[src/design/sto_pkg.sv]
package sto_pkg;

    // Field widths
    localparam int KEY_W = 32;
    localparam int OFF_W = 32;
    localparam int ENTRY_W = KEY_W + OFF_W;

    // Default table depth
    localparam int DEPTH_DEFAULT = 32;

    // Operation codes carried in the mode field
    typedef enum logic [1:0] {
        MODE_LOOKUP = 2'd0,
        MODE_INSERT = 2'd1,
        MODE_RECENT = 2'd2,
        MODE_SHIFT  = 2'd3
    } mode_t;

    // Operands of the shared compare / add unit
    typedef struct packed {
        logic [KEY_W-1:0] x;
        logic [KEY_W-1:0] y;
        logic [OFF_W-1:0] a;
        logic [OFF_W-1:0] b;
    } alu_op_t;

    // Results of the shared compare / add unit
    typedef struct packed {
        logic             gt;
        logic             eq;
        logic [OFF_W-1:0] sum;
    } alu_res_t;

endpackage

[src/design/sorted_time_offset_index.sv]
// Channel  Direction  Handshake           Payload
// in       input      in_valid/in_stall   mode, time_key, offset_value
// out      output     out_valid/out_stall found_offset, dropped
//
// Lookup, insert and shift walk the table one entry per cycle through the single read
// port of the entry RAM and the shared compare/add unit; set recent does not read it.
// Reset clears the entry count and the recent pair; table contents are not cleared.
// in_stall is high while an item is in work; a finished item waits while out_valid and out_stall are both high.
module sorted_time_offset_index
    import sto_pkg::*;
#(
    parameter int DEPTH = DEPTH_DEFAULT
) (
    input  logic             clk,
    input  logic             rst_n,
    input  logic             in_valid,
    output logic             in_stall,
    input  logic [1:0]       mode,
    input  logic [KEY_W-1:0] time_key,
    input  logic [OFF_W-1:0] offset_value,
    output logic             out_valid,
    input  logic             out_stall,
    output logic [OFF_W-1:0] found_offset,
    output logic             dropped
);

    localparam int AW = (DEPTH > 1) ? $clog2(DEPTH) : 1;
    localparam int CW = $clog2(DEPTH + 1);

    typedef enum logic [3:0] {
        S_IDLE,
        S_LK_SCAN,
        S_LK_REC1,
        S_LK_REC2,
        S_INS_SCAN,
        S_INS_MOVE,
        S_INS_PUT,
        S_SH_SCAN,
        S_SH_REC,
        S_FIN
    } state_t;

    state_t           state_reg, state_next;
    logic [KEY_W-1:0] q_key_reg, q_key_next;
    logic [OFF_W-1:0] val_reg, val_next;
    logic [CW-1:0]    cnt_reg, cnt_next;
    logic [AW-1:0]    pend_reg, pend_next;
    logic [CW-1:0]    pos_reg, pos_next;
    logic [KEY_W-1:0] best_key_reg, best_key_next;
    logic [OFF_W-1:0] best_off_reg, best_off_next;
    logic [OFF_W-1:0] found_reg, found_next;
    logic             drop_reg, drop_next;
    logic [KEY_W-1:0] recent_key_reg, recent_key_next;
    logic [OFF_W-1:0] recent_off_reg, recent_off_next;
    logic             out_valid_reg, out_valid_next;
    logic [OFF_W-1:0] found_offset_reg, found_offset_next;
    logic             dropped_reg, dropped_next;

    logic               ram_we;
    logic [AW-1:0]      ram_waddr;
    logic [ENTRY_W-1:0] ram_wdata;
    logic               ram_re;
    logic [AW-1:0]      ram_raddr;
    logic [ENTRY_W-1:0] ram_rdata;
    logic [KEY_W-1:0]   rd_key;
    logic [OFF_W-1:0]   rd_off;

    alu_op_t  alu_op;
    alu_res_t alu_res;

    logic [CW-1:0] cnt_m1;
    logic [AW-1:0] last_addr;
    logic          table_full;

    // Entry table: {key, offset} per word
    sto_ram #(
        .WIDTH (ENTRY_W),
        .DEPTH (DEPTH)
    ) u_ram (
        .clk     (clk),
        .wr_en   (ram_we),
        .wr_addr (ram_waddr),
        .wr_data (ram_wdata),
        .rd_en   (ram_re),
        .rd_addr (ram_raddr),
        .rd_data (ram_rdata)
    );

    // Shared compare / saturating add
    sto_alu u_alu (
        .op  (alu_op),
        .res (alu_res)
    );

    assign rd_key     = ram_rdata[ENTRY_W-1:OFF_W];
    assign rd_off     = ram_rdata[OFF_W-1:0];
    assign cnt_m1     = cnt_reg - CW'(1);
    assign last_addr  = cnt_m1[AW-1:0];
    assign table_full = (cnt_reg == CW'(DEPTH));

    // Operand select for the shared unit
    always_comb
    begin
        alu_op.x = rd_key;
        alu_op.y = q_key_reg;
        alu_op.a = rd_off;
        alu_op.b = val_reg;
        case (state_reg)
            S_LK_REC1:
            begin
                alu_op.x = recent_key_reg;
            end
            S_LK_REC2:
            begin
                alu_op.x = best_key_reg;
                alu_op.y = recent_key_reg;
            end
            S_SH_REC:
            begin
                alu_op.x = recent_key_reg;
                alu_op.a = recent_off_reg;
            end
            default:
            begin
                alu_op.x = rd_key;
            end
        endcase
    end

    // Sequencer
    always_comb
    begin
        logic          hit_done;
        logic [CW-1:0] hit_pos;

        hit_done          = 1'b0;
        hit_pos           = cnt_reg;
        state_next        = state_reg;
        q_key_next        = q_key_reg;
        val_next          = val_reg;
        cnt_next          = cnt_reg;
        pend_next         = pend_reg;
        pos_next          = pos_reg;
        best_key_next     = best_key_reg;
        best_off_next     = best_off_reg;
        found_next        = found_reg;
        drop_next         = drop_reg;
        recent_key_next   = recent_key_reg;
        recent_off_next   = recent_off_reg;
        out_valid_next    = out_valid_reg & out_stall;
        found_offset_next = found_offset_reg;
        dropped_next      = dropped_reg;
        ram_we            = 1'b0;
        ram_waddr         = '0;
        ram_wdata         = '0;
        ram_re            = 1'b0;
        ram_raddr         = '0;

        case (state_reg)
            S_IDLE:
            begin
                if (in_valid)
                begin
                    q_key_next = time_key;
                    val_next   = offset_value;
                    found_next = '0;
                    drop_next  = 1'b0;
                    case (mode_t'(mode))
                        MODE_LOOKUP:
                        begin
                            best_key_next = '0;
                            best_off_next = '0;
                            if (cnt_reg == '0)
                            begin
                                state_next = S_LK_REC1;
                            end
                            else
                            begin
                                ram_re     = 1'b1;
                                ram_raddr  = last_addr;
                                pend_next  = last_addr;
                                state_next = S_LK_SCAN;
                            end
                        end
                        MODE_INSERT:
                        begin
                            if (cnt_reg == '0)
                            begin
                                pos_next   = '0;
                                state_next = S_INS_PUT;
                            end
                            else
                            begin
                                ram_re     = 1'b1;
                                ram_raddr  = '0;
                                pend_next  = '0;
                                state_next = S_INS_SCAN;
                            end
                        end
                        MODE_RECENT:
                        begin
                            recent_key_next = time_key;
                            recent_off_next = offset_value;
                            state_next      = S_FIN;
                        end
                        MODE_SHIFT:
                        begin
                            if (cnt_reg == '0)
                            begin
                                state_next = S_SH_REC;
                            end
                            else
                            begin
                                ram_re     = 1'b1;
                                ram_raddr  = '0;
                                pend_next  = '0;
                                state_next = S_SH_SCAN;
                            end
                        end
                        default:
                        begin
                            state_next = S_FIN;
                        end
                    endcase
                end
            end

            // Walk down from the top entry until key <= query
            S_LK_SCAN:
            begin
                if (!alu_res.gt)
                begin
                    best_key_next = rd_key;
                    best_off_next = rd_off;
                    state_next    = S_LK_REC1;
                end
                else if (pend_reg == '0)
                begin
                    state_next = S_LK_REC1;
                end
                else
                begin
                    ram_re     = 1'b1;
                    ram_raddr  = pend_reg - AW'(1);
                    pend_next  = pend_reg - AW'(1);
                end
            end

            // Recent key above the query: table candidate stands
            S_LK_REC1:
            begin
                if (alu_res.gt)
                begin
                    found_next = best_off_reg;
                    state_next = S_FIN;
                end
                else
                begin
                    state_next = S_LK_REC2;
                end
            end

            // Recent pair wins unless the candidate key is above it
            S_LK_REC2:
            begin
                found_next = alu_res.gt ? best_off_reg : recent_off_reg;
                state_next = S_FIN;
            end

            // Walk up to an equal key or the first greater key
            S_INS_SCAN:
            begin
                if (alu_res.eq)
                begin
                    ram_we     = 1'b1;
                    ram_waddr  = pend_reg;
                    ram_wdata  = {q_key_reg, val_reg};
                    state_next = S_FIN;
                end
                else
                begin
                    if (alu_res.gt)
                    begin
                        hit_done = 1'b1;
                        hit_pos  = CW'(pend_reg);
                    end
                    else if (pend_reg == last_addr)
                    begin
                        hit_done = 1'b1;
                    end
                    else
                    begin
                        ram_re    = 1'b1;
                        ram_raddr = pend_reg + AW'(1);
                        pend_next = pend_reg + AW'(1);
                    end

                    if (hit_done)
                    begin
                        pos_next = hit_pos;
                        if (table_full)
                        begin
                            drop_next  = 1'b1;
                            state_next = S_FIN;
                        end
                        else if (hit_pos == cnt_reg)
                        begin
                            state_next = S_INS_PUT;
                        end
                        else
                        begin
                            ram_re     = 1'b1;
                            ram_raddr  = last_addr;
                            pend_next  = last_addr;
                            state_next = S_INS_MOVE;
                        end
                    end
                end
            end

            // Move entries up by one, top first
            S_INS_MOVE:
            begin
                ram_we    = 1'b1;
                ram_waddr = pend_reg + AW'(1);
                ram_wdata = ram_rdata;
                if (CW'(pend_reg) == pos_reg)
                begin
                    state_next = S_INS_PUT;
                end
                else
                begin
                    ram_re    = 1'b1;
                    ram_raddr = pend_reg - AW'(1);
                    pend_next = pend_reg - AW'(1);
                end
            end

            S_INS_PUT:
            begin
                ram_we     = 1'b1;
                ram_waddr  = pos_reg[AW-1:0];
                ram_wdata  = {q_key_reg, val_reg};
                cnt_next   = cnt_reg + CW'(1);
                state_next = S_FIN;
            end

            // Read-modify-write of every entry keyed after the threshold
            S_SH_SCAN:
            begin
                if (alu_res.gt)
                begin
                    ram_we    = 1'b1;
                    ram_waddr = pend_reg;
                    ram_wdata = {rd_key, alu_res.sum};
                end
                if (pend_reg == last_addr)
                begin
                    state_next = S_SH_REC;
                end
                else
                begin
                    ram_re    = 1'b1;
                    ram_raddr = pend_reg + AW'(1);
                    pend_next = pend_reg + AW'(1);
                end
            end

            S_SH_REC:
            begin
                if (alu_res.gt)
                begin
                    recent_off_next = alu_res.sum;
                end
                state_next = S_FIN;
            end

            // Hand the item to the output register once it is free
            S_FIN:
            begin
                if (!out_valid_reg || !out_stall)
                begin
                    out_valid_next    = 1'b1;
                    found_offset_next = found_reg;
                    dropped_next      = drop_reg;
                    state_next        = S_IDLE;
                end
            end

            default:
            begin
                state_next = S_IDLE;
            end
        endcase
    end

    // State and registered outputs
    always_ff @(posedge clk or negedge rst_n)
    begin
        if (!rst_n)
        begin
            state_reg        <= S_IDLE;
            q_key_reg        <= '0;
            val_reg          <= '0;
            cnt_reg          <= '0;
            pend_reg         <= '0;
            pos_reg          <= '0;
            best_key_reg     <= '0;
            best_off_reg     <= '0;
            found_reg        <= '0;
            drop_reg         <= 1'b0;
            recent_key_reg   <= '0;
            recent_off_reg   <= '0;
            out_valid_reg    <= 1'b0;
            found_offset_reg <= '0;
            dropped_reg      <= 1'b0;
        end
        else
        begin
            state_reg        <= state_next;
            q_key_reg        <= q_key_next;
            val_reg          <= val_next;
            cnt_reg          <= cnt_next;
            pend_reg         <= pend_next;
            pos_reg          <= pos_next;
            best_key_reg     <= best_key_next;
            best_off_reg     <= best_off_next;
            found_reg        <= found_next;
            drop_reg         <= drop_next;
            recent_key_reg   <= recent_key_next;
            recent_off_reg   <= recent_off_next;
            out_valid_reg    <= out_valid_next;
            found_offset_reg <= found_offset_next;
            dropped_reg      <= dropped_next;
        end
    end

    assign in_stall     = (state_reg != S_IDLE);
    assign out_valid    = out_valid_reg;
    assign found_offset = found_offset_reg;
    assign dropped      = dropped_reg;

endmodule

[src/design/sto_ram.sv]
module sto_ram #(
    parameter int WIDTH = 64,
    parameter int DEPTH = 32,
    parameter int AW    = (DEPTH > 1) ? $clog2(DEPTH) : 1
) (
    input  logic             clk,
    input  logic             wr_en,
    input  logic [AW-1:0]    wr_addr,
    input  logic [WIDTH-1:0] wr_data,
    input  logic             rd_en,
    input  logic [AW-1:0]    rd_addr,
    output logic [WIDTH-1:0] rd_data
);

    logic [WIDTH-1:0] mem [DEPTH];

    // Write port
    always_ff @(posedge clk)
    begin
        if (wr_en)
        begin
            mem[wr_addr] <= wr_data;
        end
    end

    // Registered read port
    always_ff @(posedge clk)
    begin
        if (rd_en)
        begin
            rd_data <= mem[rd_addr];
        end
    end

endmodule

[src/design/sto_alu.sv]
module sto_alu
    import sto_pkg::*;
(
    input  alu_op_t  op,
    output alu_res_t res
);

    logic [OFF_W:0] wide_sum;

    // Unsigned key compare and saturating offset add
    assign wide_sum = {1'b0, op.a} + {1'b0, op.b};
    assign res.gt   = (op.x > op.y);
    assign res.eq   = (op.x == op.y);
    assign res.sum  = wide_sum[OFF_W] ? {OFF_W{1'b1}} : wide_sum[OFF_W-1:0];

endmodule
[config.mk]
export PLATFORM = sky130hd
export DESIGN_NAME = sorted_time_offset_index
export DESIGN_NICKNAME = d
export VERILOG_FILES = /design/src/design/sto_pkg.sv /design/src/design/sorted_time_offset_index.sv /design/src/design/sto_ram.sv /design/src/design/sto_alu.sv
export SDC_FILE = /design/constraint.sdc
export NUM_CORES = 2
export LEC_CHECK = 0
export BUFFER_PORTS_ARGS = -buffer_cell sky130_fd_sc_hd__buf_2
export CAP_MARGIN = 20
export CORE_MARGIN = 3
export CORE_UTILIZATION = 50
export CTS_CLUSTER_SIZE = 25
export DETAILED_ROUTE_END_ITERATION = 12
export PLACE_DENSITY = 0.68
export SLEW_MARGIN = 20
export SYNTH_ARGS = -nofsm -noshare
export SYNTH_HDL_FRONTEND = slang
export SYNTH_HIERARCHICAL = 1
export SYNTH_SLANG_ARGS = --single-unit
[constraint.sdc]
create_clock -name clk -period 8.4 [get_ports clk]
set_input_delay 1.68 -clock clk [delete_from_list [all_inputs] [get_ports clk]]
set_output_delay 1.68 -clock clk [all_outputs]
set_load 0.05 [all_outputs]
==> results by group <==
Outcome
  – Result of the run: complete, no violations

GRT
  – Initial antenna violation count: 9
  – Remaining Overflow, GRT: 0
  – First-pass GRT wire length: 367 mm
  – Global routing usage summed across all routing layers: 25.8%
  – Number of global-route vias before repair: 50,600
  – Pin count of the biggest net entering global routing: 129

Setup path
  – Worst path slowest cell: sky130_fd_sc_hd__a221oi_1
  – CP cell instances: buf_4 -> nor3_2 -> buf_12 -> buf_4 -> mux2_2 -> inv_1 -> ha_1 -> a21oi_1 -> o22ai_1 -> nor2_1 -> o21ai_0 -> nand2_1 -> o211ai_1 -> a221oi_1 -> nor2_2 -> buf_4 -> inv_1 -> nor2_2 -> a211o_1 -> a221o_1 -> or3b_2 -> nor2_4 -> buf_12
  – Data arrival, critical path: 8.05 ns
  – Crit path capture type: register
  – Delay of the slowest cell on the worst path: 0.96 ns
  – Kind of start point of the critical path: register
  – Maximum fanout count along the critical path: 53
  – CP dominant cell by count: sky130_fd_sc_hd__buf_4
  – Crit Path Class: register to register
  – Endpoint required time on the critical path: 8.88 ns

CTS
  – CTS root buffer: sky130_fd_sc_hd__clkbuf_16
  – CTS tree: done
  – Clk buf depth: 3
  – Number of hold buffers added after CTS: 0
  – Total CTS buffers: 226
  – Post-CTS sizing: 0
  – Clock H-tree levels: 4
  – Clock Sink Count: 2,392
  – Clock-pin slew on the worst setup and hold paths: 0.06 ns
  – Clock Latency Late Sink: 0.86 ns
  – Number of setup buffers added after CTS: 0

Cells and area
  – Filler-free cell count of the finished design: 7,864
  – Layout overhead on the synthesized area: 13.0%
  – Largest register FFs: 2,048
  – Register name with the most flops: u_ram/mem
  – Layout cells sized above 1: 29.4%
  – Fill cell total of the finished layout: 13,800
  – Final-stage net count: 5,287
  – Largest registers in the final layout: u_ram/mem x2048, u_ram/rd_data x64

Timing
  – Tightest Pin Transition: 1.18 ns
  – Final Cycle Share: 90.2%
  – Final setup violation count: 0
  – Final Max Tran Viols: 0
  – Minimum setup slack in the final design: 0.822 ns
  – Clock tree skew after final layout: 0.0434 ns
  – Max frequency: 132 MHz
  – Relative slew slack: 21.0%
  – Hold Vio Cnt, Final: 0
  – Setup repair after global routing missed its margin: false
  – Sum of negative setup slack: 0 ns
  – Fin crit period: 7.58 ns

Floorplan
  – Die Wd: 446 um
  – Top-level I/O count: 105
  – Floorplan Core Area: 191,000 sq um
  – Die ar.: 199,000 sq um
  – Height of the die: 446 um
  – Cell Rows: 160
  – Starting density of the core: 50.6%

Placement
  – Final HPWL DP: 137 mm
  – Cell Count Post-Placement: 7,430
  – Number of buffers inserted by port buffering: 104
  – Global placer's final weighted congestion: 0.876
  – Post-Place Setup Slack: 0.780 ns

Logic synthesis
  – Number of warnings reported in the yosys synthesis log: 6
  – Biggest area consumer among synthesized cells: sky130_fd_sc_hd__edfxtp_1
  – Syn_area_per_cell: 19.8 sq um
  – Sequential area share after synthesis: 72.8%
  – Number of instances in the synthesized netlist: 4,897
  – Number of synthesized flops with an enable pin: 2,112
  – Flip-flop and latch count after synthesis: 2,392
  – Cell area after synthesis: 96,700 sq um
  – Synth unique cells: 79
  – Cells taking the most area after synthesis: sky130_fd_sc_hd__edfxtp_1, sky130_fd_sc_hd__mux4_2, sky130_fd_sc_hd__dfrtp_1
  – Leading register cell type out of synthesis: sky130_fd_sc_hd__edfxtp_1
  – Ys async rst share: 11.7%
  – Fraction of post-synthesis cell area in the top cell type by area: 65.6%
  – Mapped Nets: 5,037

Min path
  – Path category of the worst min-delay check: register to register

Routing
  – Via-per-instance ratio: 6.45
  – Routed vias: 50,700
  – Post-route ant nets: 0
  – Number of remaining DRC errors: 0
  – DRT Wirelength: 255 mm
  – Initial detailed-routing violation count: 6,439
  – Routed length per placed instance: 32.4 um
  – Number of search-and-repair iterations in the first detailed-routing pass: 8

Power
  – Pwr per Cell Area: 381 nW/um^2
  – Max VDD drop: 311 uV
  – P_leak: 35.9 nW

Flow run
  – Max Cap Viol: 0
-- metrics by stage --
| step | utilization (%) | power, mW | hold WS (ns) | cell area (sq um) |
|---|---|---|---|---|
| after detailed placement | 53.4 | 31.9 | 0.470 | 102000 |
| final | 57.2 | 41.7 | 0.480 | 109000 |
| after global placement | 53.4 | 31.7 | 0.461 | 102000 |
| after floorplan | - | 27.3 | 0.450 | 96700 |
| after CTS | 57.2 | 41.9 | 0.484 | 109000 |
| after global routing | 57.2 | 43.6 | 0.500 | 109000 |
-- metal layers --
layer / share of wire [%] / wire length, um / up-vias / GRT usage [%]
li1: - / - / 20600 / -
met1: 40 / 101000 / 27100 / 37.0
met2: 49 / 124000 / 2661 / 41.4
met3: 9.4 / 23900 / 372 / 4.81
met4: 2.3 / 5790 / 2 / 6.40
met5: 0.0051 / 13 / - / 0
-- Yosys cell counts (11+ instances only) --
library cell	count
sky130_fd_sc_hd__nand3_1	20
sky130_fd_sc_hd__o22ai_1	12
sky130_fd_sc_hd__nand2_1	265
sky130_fd_sc_hd__a221oi_1	17
sky130_fd_sc_hd__xor2_1	21
sky130_fd_sc_hd__a22o_1	33
sky130_fd_sc_hd__inv_1	77
sky130_fd_sc_hd__o211ai_1	11
sky130_fd_sc_hd__xnor2_1	30
sky130_fd_sc_hd__o21ai_0	102
sky130_fd_sc_hd__nor3_1	16
sky130_fd_sc_hd__nand4_1	15
sky130_fd_sc_hd__clkbuf_1	129
sky130_fd_sc_hd__edfxtp_1	2112
sky130_fd_sc_hd__o21ai_1	25
sky130_fd_sc_hd__dfrtp_1	280
sky130_fd_sc_hd__nor2_1	152
sky130_fd_sc_hd__a21o_1	36
sky130_fd_sc_hd__a22oi_1	70
sky130_fd_sc_hd__a21oi_1	110
sky130_fd_sc_hd__a222oi_1	34
sky130_fd_sc_hd__mux4_2	602
sky130_fd_sc_hd__nor2b_1	11
sky130_fd_sc_hd__buf_4	16
sky130_fd_sc_hd__nand2b_1	13
sky130_fd_sc_hd__buf_1	35
sky130_fd_sc_hd__ha_1	69
sky130_fd_sc_hd__buf_2	92
sky130_fd_sc_hd__mux2_2	269
sky130_fd_sc_hd__mux2i_1	80
-- where the power goes --
part	leakage, nW	internal (mW)	switching, mW
logic	9.50	7.55	8.82
clock network	3.54	5.58	4.36
registers	22.9	14.6	0.803
-- cells by family after synthesis --
family,share of synthesized area [%]
muxes,18.0
adders and majority gates,0.913
buffers and inverters,1.65
AOI/OAI and AO/OA,3.71
and+or+nand+nor,2.46
DFF,72.8
xor gates and xnor gates,0.486
-- worst max-delay path, delay by kind of cell (launching register included) --
family | cells | cell delay, ns
DFF | 1 | 0.39
buffers and inverters | 7 | 1.95
adders and majority gates | 1 | 0.23
and+or+nand+nor | 7 | 1.53
AOI/OAI and AO/OA | 7 | 2.38
muxes | 1 | 0.37
-- final timing paths --
kind | startpoint | to | slack (ns) | cells after the start
max | state_reg[3]$_DFFE_PN0P_ | u_ram/mem[9][53]$_DFFE_PP_ | 0.82 | 23
min | best_off_reg[4]$_DFFE_PN0P_ | best_off_reg[4]$_DFFE_PN0P_ | 0.48 | 2
max reg2reg | state_reg[3]$_DFFE_PN0P_ | u_ram/mem[9][53]$_DFFE_PP_ | 0.82 | 23
max in group asynchronous | rst_n | found_reg[18]$_DFFE_PN0P_ | 6.12 | 2
min in group asynchronous | rst_n | best_off_reg[3]$_DFFE_PN0P_ | 0.83 | 1
min reg2reg | best_off_reg[4]$_DFFE_PN0P_ | best_off_reg[4]$_DFFE_PN0P_ | 0.48 | 2
-- area by class of cell --
cell class,instances,area [sq um],area share [%]
flip-flops and latches,2392,70400,64.4
multi-input cells,2145,25100,23.0
clock buffers,293,6050,5.54
well taps,2511,3140,2.87
repair buffers,303,3040,2.78
clock inverters,135,1190,1.09
inverters,79,299,0.274
diodes,6,15.0,0.0137
-- placed cells by master (no fill, tap or decap), types with 11 or more instances in the layout --
cell type and count:
sky130_fd_sc_hd__ha_1 69, sky130_fd_sc_hd__buf_2 103, sky130_fd_sc_hd__clkinv_2 45, sky130_fd_sc_hd__a21o_1 36, sky130_fd_sc_hd__nor2_1 112, sky130_fd_sc_hd__xor2_1 21, sky130_fd_sc_hd__o21ai_1 23, sky130_fd_sc_hd__clkinv_1 53
sky130_fd_sc_hd__bufinv_16 16, sky130_fd_sc_hd__nand4_1 15, sky130_fd_sc_hd__o211ai_1 11, sky130_fd_sc_hd__o21ai_0 101, sky130_fd_sc_hd__nand3_1 19, sky130_fd_sc_hd__o22ai_1 12, sky130_fd_sc_hd__clkbuf_16 229, sky130_fd_sc_hd__nor2_4 34
sky130_fd_sc_hd__buf_4 118, sky130_fd_sc_hd__inv_1 76, sky130_fd_sc_hd__nor3_1 12, sky130_fd_sc_hd__xnor2_1 30, sky130_fd_sc_hd__nand2_1 264, sky130_fd_sc_hd__nand2b_1 13, sky130_fd_sc_hd__mux2i_1 80, sky130_fd_sc_hd__a22oi_1 70
sky130_fd_sc_hd__a21oi_1 109, sky130_fd_sc_hd__edfxtp_1 2112, sky130_fd_sc_hd__mux4_2 602, sky130_fd_sc_hd__a222oi_1 34, sky130_fd_sc_hd__dfrtp_1 280, sky130_fd_sc_hd__a22o_1 33, sky130_fd_sc_hd__buf_12 81, sky130_fd_sc_hd__mux2_2 269
sky130_fd_sc_hd__clkbuf_1 56, sky130_fd_sc_hd__a221oi_1 17
(Power assumes the default switching activity.)
